## src/aabbc_pkg.sv

```systemverilog
package aabbc_pkg;

    // Default coordinate width; values use only the low COORD_BITS of each word.
    localparam int COORD_BITS_DEF = 32;

    // Quotient steps of the mass share divider after the leading bit.
    localparam int DIV_STEPS = 16;

    // Stage order: decode, edge select, divider steps, dot, multiply, apply.
    localparam int ST_DECODE = 0;
    localparam int ST_SELECT = 1;
    localparam int ST_DIV0   = 2;
    localparam int ST_DOT    = ST_DIV0 + DIV_STEPS;
    localparam int ST_MUL    = ST_DOT + 1;
    localparam int ST_APPLY  = ST_MUL + 1;
    localparam int NUM_STAGES = ST_APPLY + 1;

    // Mass share used when both masses are zero (one half in Q0.16).
    localparam logic [16:0] SHARE_HALF = 17'd32768;

    // One pair in flight; fields are filled in as the pair moves down the pipe.
    typedef struct packed {
        logic               hit;
        logic               trig_a;
        logic               b_static;
        logic signed [31:0] cp_x;
        logic signed [31:0] cp_y;
        logic signed [31:0] va_x;
        logic signed [31:0] va_y;
        logic signed [31:0] vb_x;
        logic signed [31:0] vb_y;
        logic signed [36:0] dd0;
        logic signed [36:0] dd1;
        logic signed [36:0] dd2;
        logic signed [36:0] dd3;
        logic [1:0]         dir;
        logic [30:0]        ov;
        logic [31:0]        ma;
        logic [32:0]        tot;
        logic [33:0]        rem;
        logic [16:0]        q;
        logic               dot_pos;
        logic [32:0]        dot;
        logic [16:0]        r16;
        logic [32:0]        part_b;
        logic [31:0]        sov;
        logic [63:0]        cp_o;
        logic [63:0]        nva;
        logic [63:0]        nvb;
        logic [63:0]        sha;
        logic [63:0]        shb;
    } pipe_t;

endpackage

```

## src/aabbc_div_step.sv

```systemverilog
module aabbc_div_step
    import aabbc_pkg::*;
(
    input  pipe_t stage_in,
    output pipe_t stage_out
);

    logic [33:0] rem2;

    // One restoring step: shift the remainder and subtract the total mass if it fits.
    always_comb
    begin
        stage_out = stage_in;
        rem2 = {stage_in.rem[32:0], 1'b0};
        if (rem2 >= 34'(stage_in.tot))
        begin
            stage_out.rem = rem2 - 34'(stage_in.tot);
            stage_out.q   = {stage_in.q[15:0], 1'b1};
        end
        else
        begin
            stage_out.rem = rem2;
            stage_out.q   = {stage_in.q[15:0], 1'b0};
        end
    end

endmodule

```

## config.mk

```make
export PLATFORM = sky130hd
export DESIGN_NAME = aabbc_div_step
export DESIGN_NICKNAME = d
export VERILOG_FILES = /design/src/aabbc_pkg.sv /design/src/aabbc_div_step.sv
export SDC_FILE = /design/constraint.sdc
export NUM_CORES = 1
export LEC_CHECK = 0
export ABC_AREA = 0
export BUFFER_PORTS_ARGS = -buffer_cell sky130_fd_sc_hd__buf_4
export CAP_MARGIN = 15
export CORE_AREA = 5 5 729 731
export DETAILED_ROUTE_END_ITERATION = 16
export DIE_AREA = 0 0 734 736
export MAX_ROUTING_LAYER = met4
export PLACE_DENSITY_LB_ADDON = 0.15
export SYNTH_ARGS = -nofsm -noshare
export SYNTH_HDL_FRONTEND = slang
export SYNTH_SLANG_ARGS = --single-unit
```

## constraint.sdc

```tcl
create_clock -name vclk -period 2.2
set_clock_uncertainty 0.2 [all_clocks]
set_input_delay 0 -clock vclk [all_inputs]
set_output_delay 0 -clock vclk [all_outputs]
set_load 0.02 [all_outputs]
```

==> impl_metrics.csv, run 1 <==
group,metric,value,unit
job,cap_violations,0,
status,status,"finished, violations left",
critical_path,path_class,"in -> out",
place,hpwl,290400,um
routing,drt_wl_total,305400,um
sta,final_max_slew_viol_count,0,
routing,drt_iter0_markers,793,
synth,yosysSeqAreaShare,0,
global_route,antenna_found_initial,607,
floorplan,io_pins,1856,
final_layout,seq_area,0,um2
final_layout,seq_cells,0,
synth,yosysUniqueCellTypes,48,
place,numPlacedInstances,7652,
critical_path,slowest_delay,0.54,ns
routing,drt-pass1-iter-count,5,
critical_path,cp_max_fo,6,
routing,wl_met2,127700,um
floorplan,die_h,736,um
status,violations,"negative setup slack",
global_route,grt_use_total,0.1098,
power_and_ir_drop,peakVddDrop,0.0001007,V
critical_path,required,2.00,ns
synth,yosysWarningCount,0,
synth,synth_nets,2205,
critical_path,cp-start-kind,"primary input",
place,dpl_worst_slack,-1.559,ns
routing,routed.top_layer,"met4",
global_route,gr-total-overflow,0,
critical_path,worstPathArrival,2.98,ns
routing,drc,0,
place,port_buffers,134,
routing,avgRoutedWirePerCell,35.26,um
sta,tightest_slew,0.7258,ns
critical_path,cp_num_buf_inv,6,
power_and_ir_drop,p_total,6871,uW
sta,setup_viol,35,
global_route,grt_pass1_wl,329400,um
synth,synth.avg_cell_area,7.170,um2
final_layout,fillCellCount,61940,
power_and_ir_drop,leakage,0.006613,uW
critical_path,worstSetupEndpointType,"output port",
global_route,grt_pass1_vias,10580,
global_route,grt_max_degree,15,
sta,final.setup.worst_slack,-0.9752,ns
floorplan,die_area,0.5402,mm2
final_layout,instances_no_fill,8663,
critical_path,cpMaxStageDelayCell,"fa_2",
synth,syn_area,0.008912,mm2
floorplan,rows,266,
final_layout,clock_buffers,0,
hold_path,min_path_type,"in -> out",
floorplan,start_util,0.01702,
final_layout,drive_gt1_frac,0.3003,
routing,routed-wl-met3,60580,um
critical_path,crit_chain,"buf_8, fa_2, and2b_1, o211ai_1, buf_4, a21oi_4, o211ai_1, a21boi_2, nor3_2, o31a_2, buf_12, buf_12, buf_6, o21ai_4, buf_8",
final_layout,mostFrequentLayoutCell,"dlygate4sd3_1",
routing,via_per_inst,1.457,
synth,synth_cells,1243,
sta,max_freq,0.3149,GHz
final_layout,final_cell_mix,"dlygate4sd3_1, buf_4, buf_6",
critical_path,path_delay_family,"compound AO/OA/AOI/OAI gates",
routing,vias,12620,
final_layout,fin_nets,2516,
final_layout,area_delta_synth_final,165.1,%
routing,wl_met1,100700,um
sta,period_minus_slack,3.175,ns
sta,hold_viol,0,
sta,rsz0062_at_grt,"true",
place,finalWeightedCongestion,0.6852,
floorplan,die_width,734,um
final_layout,final_util,0.04513,
power_and_ir_drop,powerDensity,290.9,mW/mm2
sta,finalCritPeriodShare,1.443,
routing,ant_nets,0,
sta,maxSlewHeadroom,0.5146,
floorplan,coreArea,0.5235,mm2
==> metrics by stage <==
stage / TNS [ns] / hold WS [ns] / area, um2
2_1_floorplan: -0.5227 / -0.08741 / 9412
3_3_place_gp: -43.72 / -0.1999 / 14040
3_5_place_dp: -42.25 / -0.1999 / 14040
4_1_cts: -34.08 / 0.1142 / 23180
5_1_grt: -36.26 / 0.1002 / 23530
6_report: -31.23 / 0.08713 / 23630
==> what timing repair did <==
item	in CTS	in global routing
endpoints found under the hold margin	860	0
resized for setup	116	17
pin swaps	23	12
endpoints found under the setup margin	35	35
setup buffers	10	2
hold buffers	860	0
==> report_power, final <==
part / internal [uW] / leakage [uW] / total, uW / switching, uW
logic: 2390 / 0.00661 / 6870 / 4480
registers: 0 / 0 / 0 / 0
clock network: 0.00877 / 0.000000906 / 0.00877 / 0
==> logic make-up (layout without fill, tap and decap cells) <==
family,after synthesis,in the layout,share of synthesized area
buffers and inverters,945,1254,0.7780
AND/OR/NAND/NOR,100,100,0.05152
XOR/XNOR,29,29,0.02850
adder cells (fa/ha/maj),34,34,0.04858
other,0,143,0
AO/OA/AOI/OAI,135,135,0.09336
==> worst paths after layout <==
path / slack [ns] / cells past startpoint / from / to
max: -0.98 / 15 / stage_in[487] / stage_out[480]
min: 0.09 / 2 / stage_in[488] / stage_out[488]
==> synth_stat cells, types with 2 or more instances <==
| master | n | area share |
|---|---|---|
| buf_4 | 894 | 0.75 |
| nand2_1 | 54 | 0.023 |
| a21oi_1 | 42 | 0.024 |
| inv_1 | 41 | 0.017 |
| ha_1 | 33 | 0.046 |
| o21ai_0 | 31 | 0.017 |
| xnor2_1 | 15 | 0.015 |
| xor2_1 | 14 | 0.014 |
| a21o_1 | 13 | 0.011 |
| o21ai_1 | 12 | 0.0067 |
| nor2_1 | 11 | 0.0046 |
| nand3_1 | 7 | 0.0039 |
| o211ai_1 | 6 | 0.0051 |
| clkbuf_1 | 5 | 0.0021 |
| nand4_1 | 5 | 0.0035 |
| and3_1 | 4 | 0.0028 |
| buf_6 | 4 | 0.0051 |
| o21bai_1 | 4 | 0.0034 |
| and2_1 | 3 | 0.0021 |
| nand2b_1 | 3 | 0.0021 |
| nor3_1 | 3 | 0.0017 |
| o21a_1 | 3 | 0.0025 |
| o21ai_2 | 3 | 0.0029 |
| a2111oi_0 | 2 | 0.0020 |
| a211oi_1 | 2 | 0.0017 |
| a221oi_1 | 2 | 0.0020 |
| a31o_2 | 2 | 0.0020 |
| and4_1 | 2 | 0.0020 |
| nor2b_1 | 2 | 0.0014 |
| o31a_1 | 2 | 0.0020 |
| o31ai_1 | 2 | 0.0017 |
==> layout make-up <==
| class | instances | area [um2] | share of cell area |
|---|---|---|---|
| repair buffers | 1213 | 11630 | 0.4922 |
| well taps | 6968 | 8718 | 0.3690 |
| diodes | 143 | 357.8 | 0.01515 |
| multi-input cells | 298 | 2739 | 0.1159 |
| inverters | 41 | 181.4 | 0.007679 |
==> layer usage <==
| metal | up-vias | global-route usage |
|---|---|---|
| met4 | 0 | 0.03754 |
| met2 | 2610 | 0.1635 |
| met3 | 890 | 0.08141 |
| li1 | 3839 | - |
| met5 | - | - |
| met1 | 5281 | 0.1110 |
Note: power is estimated with default switching activity, not from simulation.
==> run 2, diff against run 1 <==
- CORE_AREA: 5 5 729 731 -> 5 5 728 730
- DIE_AREA: 0 0 734 736 -> 0 0 733 735
- clock period: 2.2 -> 3 ns (I/O delays scaled with it)
==> impl_metrics.csv, run 2 (synthesized netlist as in run 1, its figures left out) <==
group,metric,value,unit
floorplan,die_width,733,um
routing,ant_nets,0,
sta,hold_viol,0,
sta,whs,0.08618,ns
hold_path,hold_depth,2,
final_layout,instances_no_fill,8655,
global_route,grt_pass1_wl,335000,um
power_and_ir_drop,powerDensity,220.5,mW/mm2
routing,drt_wl_total,309800,um
floorplan,coreArea,0.5229,mm2
critical_path,crit_chain,"buf_4, fa_2, and2b_1, o211ai_1, a21oi_2, buf_6, o211ai_1, buf_4, a21boi_4, nor3_2, o31a_4, buf_12, buf_12, clkbuf_16, o21ai_4, buf_6",
critical_path,path_delay_family,"compound AO/OA/AOI/OAI gates",
critical_path,worstPathArrival,3.07,ns
critical_path,required,2.80,ns
sta,finalCritPeriodShare,1.090,
place,port_buffers,134,
global_route,antenna_found_initial,593,
power_and_ir_drop,leakage,0.006549,uW
critical_path,cp-start-kind,"primary input",
sta,max_freq,0.3059,GHz
final_layout,multi_input_area,0.002733,mm2
routing,drc,0,
place,dpl_worst_slack,-1.975,ns
place,finalWeightedCongestion,0.6859,
final_layout,mostFrequentLayoutCell,"dlygate4sd3_1",
sta,final.setup.worst_slack,-0.2695,ns
routing,drt-pass1-iter-count,4,
routing,drt_iter0_markers,462,
global_route,grt_pass1_vias,10260,
critical_path,slowest_delay,0.39,ns
critical_path,cpMaxStageDelayCell,"o31a_4",
routing,via_per_inst,1.426,
global_route,use_met1,0.1185,
hold_path,min-delay-start,"stage_in[503]",
floorplan,die_h,735,um
final_layout,drive_gt1_frac,0.2855,
critical_path,cp.depth,16,
hold_path,min_path_type,"in -> out",
global_route,grt_use_total,0.1120,
global_route,grt.met3_usage,0.07867,
floorplan,io_pins,1856,
floorplan,die_area,0.5388,mm2
final_layout,final_cell_mix,"dlygate4sd3_1, buf_4, nand2_1",
hold_path,whs_endpoint,"stage_out[503]",
critical_path,worstSetupEndpointType,"output port",
job,cap_violations,0,
final_layout,design_area,0.02367,mm2
final_layout,fillCellCount,61830,
final_layout,area_delta_synth_final,165.6,%
final_layout,clock_buffers,0,
power_and_ir_drop,peakVddDrop,0.0001122,V
routing,vias,12340,
sta,final_max_slew_viol_count,0,
final_layout,seq_cells,0,
final_layout,final_util,0.04527,
critical_path,path_class,"in -> out",
floorplan,start_util,0.01705,
sta,rsz0062_at_grt,"true",
place,hpwl,293900,um
global_route,gr-total-overflow,0,
sta,tightest_slew,0.9812,ns
routing,avgRoutedWirePerCell,35.79,um
sta,period_minus_slack,3.270,ns
sta,setup_viol,34,
status,violations,"negative setup slack",
place,dpl_cell_area,0.01336,mm2
critical_path,cp_max_fo,5,
final_layout,fin_nets,2484,
place,numPlacedInstances,7607,
critical_path,cp_num_buf_inv,7,
global_route,met2_usage,0.1614,
sta,maxSlewHeadroom,0.3437,
status,status,"finished, violations left",
floorplan,rows,266,
global_route,grt_max_degree,25,
global_route,gr-max-usage-layer,"met2",
final_layout,seq_area,0,um2
## run 2: how the worst max path moves through the flow
stage	from	end	slack, ns
floorplan	stage_in[453]	stage_out[464]	0.45
global placement	stage_in[510]	stage_out[462]	-3.39
detailed placement	stage_in[510]	stage_out[458]	-1.98
CTS	stage_in[510]	stage_out[486]	-0.50
global route	stage_in[472]	stage_out[486]	-0.40
finish	stage_in[487]	stage_out[475]	-0.27
## run 2: metrics by stage
step,TNS [ns],power [uW]
floorplan,0,2283
CTS,-13.46,5258
global placement,-88.48,2187
finish,-5.471,5218
global route,-10.07,5503
detailed placement,-44.20,2190
## run 2: repair_timing
item                                    CTS  global route
gates cloned                              1             1
pin swaps                                18            28
hold endpoints to repair                860             0
setup buffers                            11            12
hold buffers                            860             0
endpoints found under the setup margin   35            35
gates resized for setup                 125           119
## run 2: metal layers
metal	part of all wire	wire, um
met1	0.36	111500
met2	0.41	125600
met3	0.18	54760
met4	0.058	17900
met5	0	0
## run 2: report_power, final
part | leakage, uW | internal, uW | switching [uW] | total (uW)
clock network | 0.00000105 | 0.00795 | 0 | 0.00795
logic | 0.00655 | 1760 | 3460 | 5220
registers | 0 | 0 | 0 | 0
## run 2: cell type report
cell class | count | share of cell area
Timing Repair Buffer | 1181 | 0.4913
Tap cell | 6968 | 0.3683
Multi-Input combinational cell | 298 | 0.1155
Antenna cell | 167 | 0.01766
Inverter | 41 | 0.007295
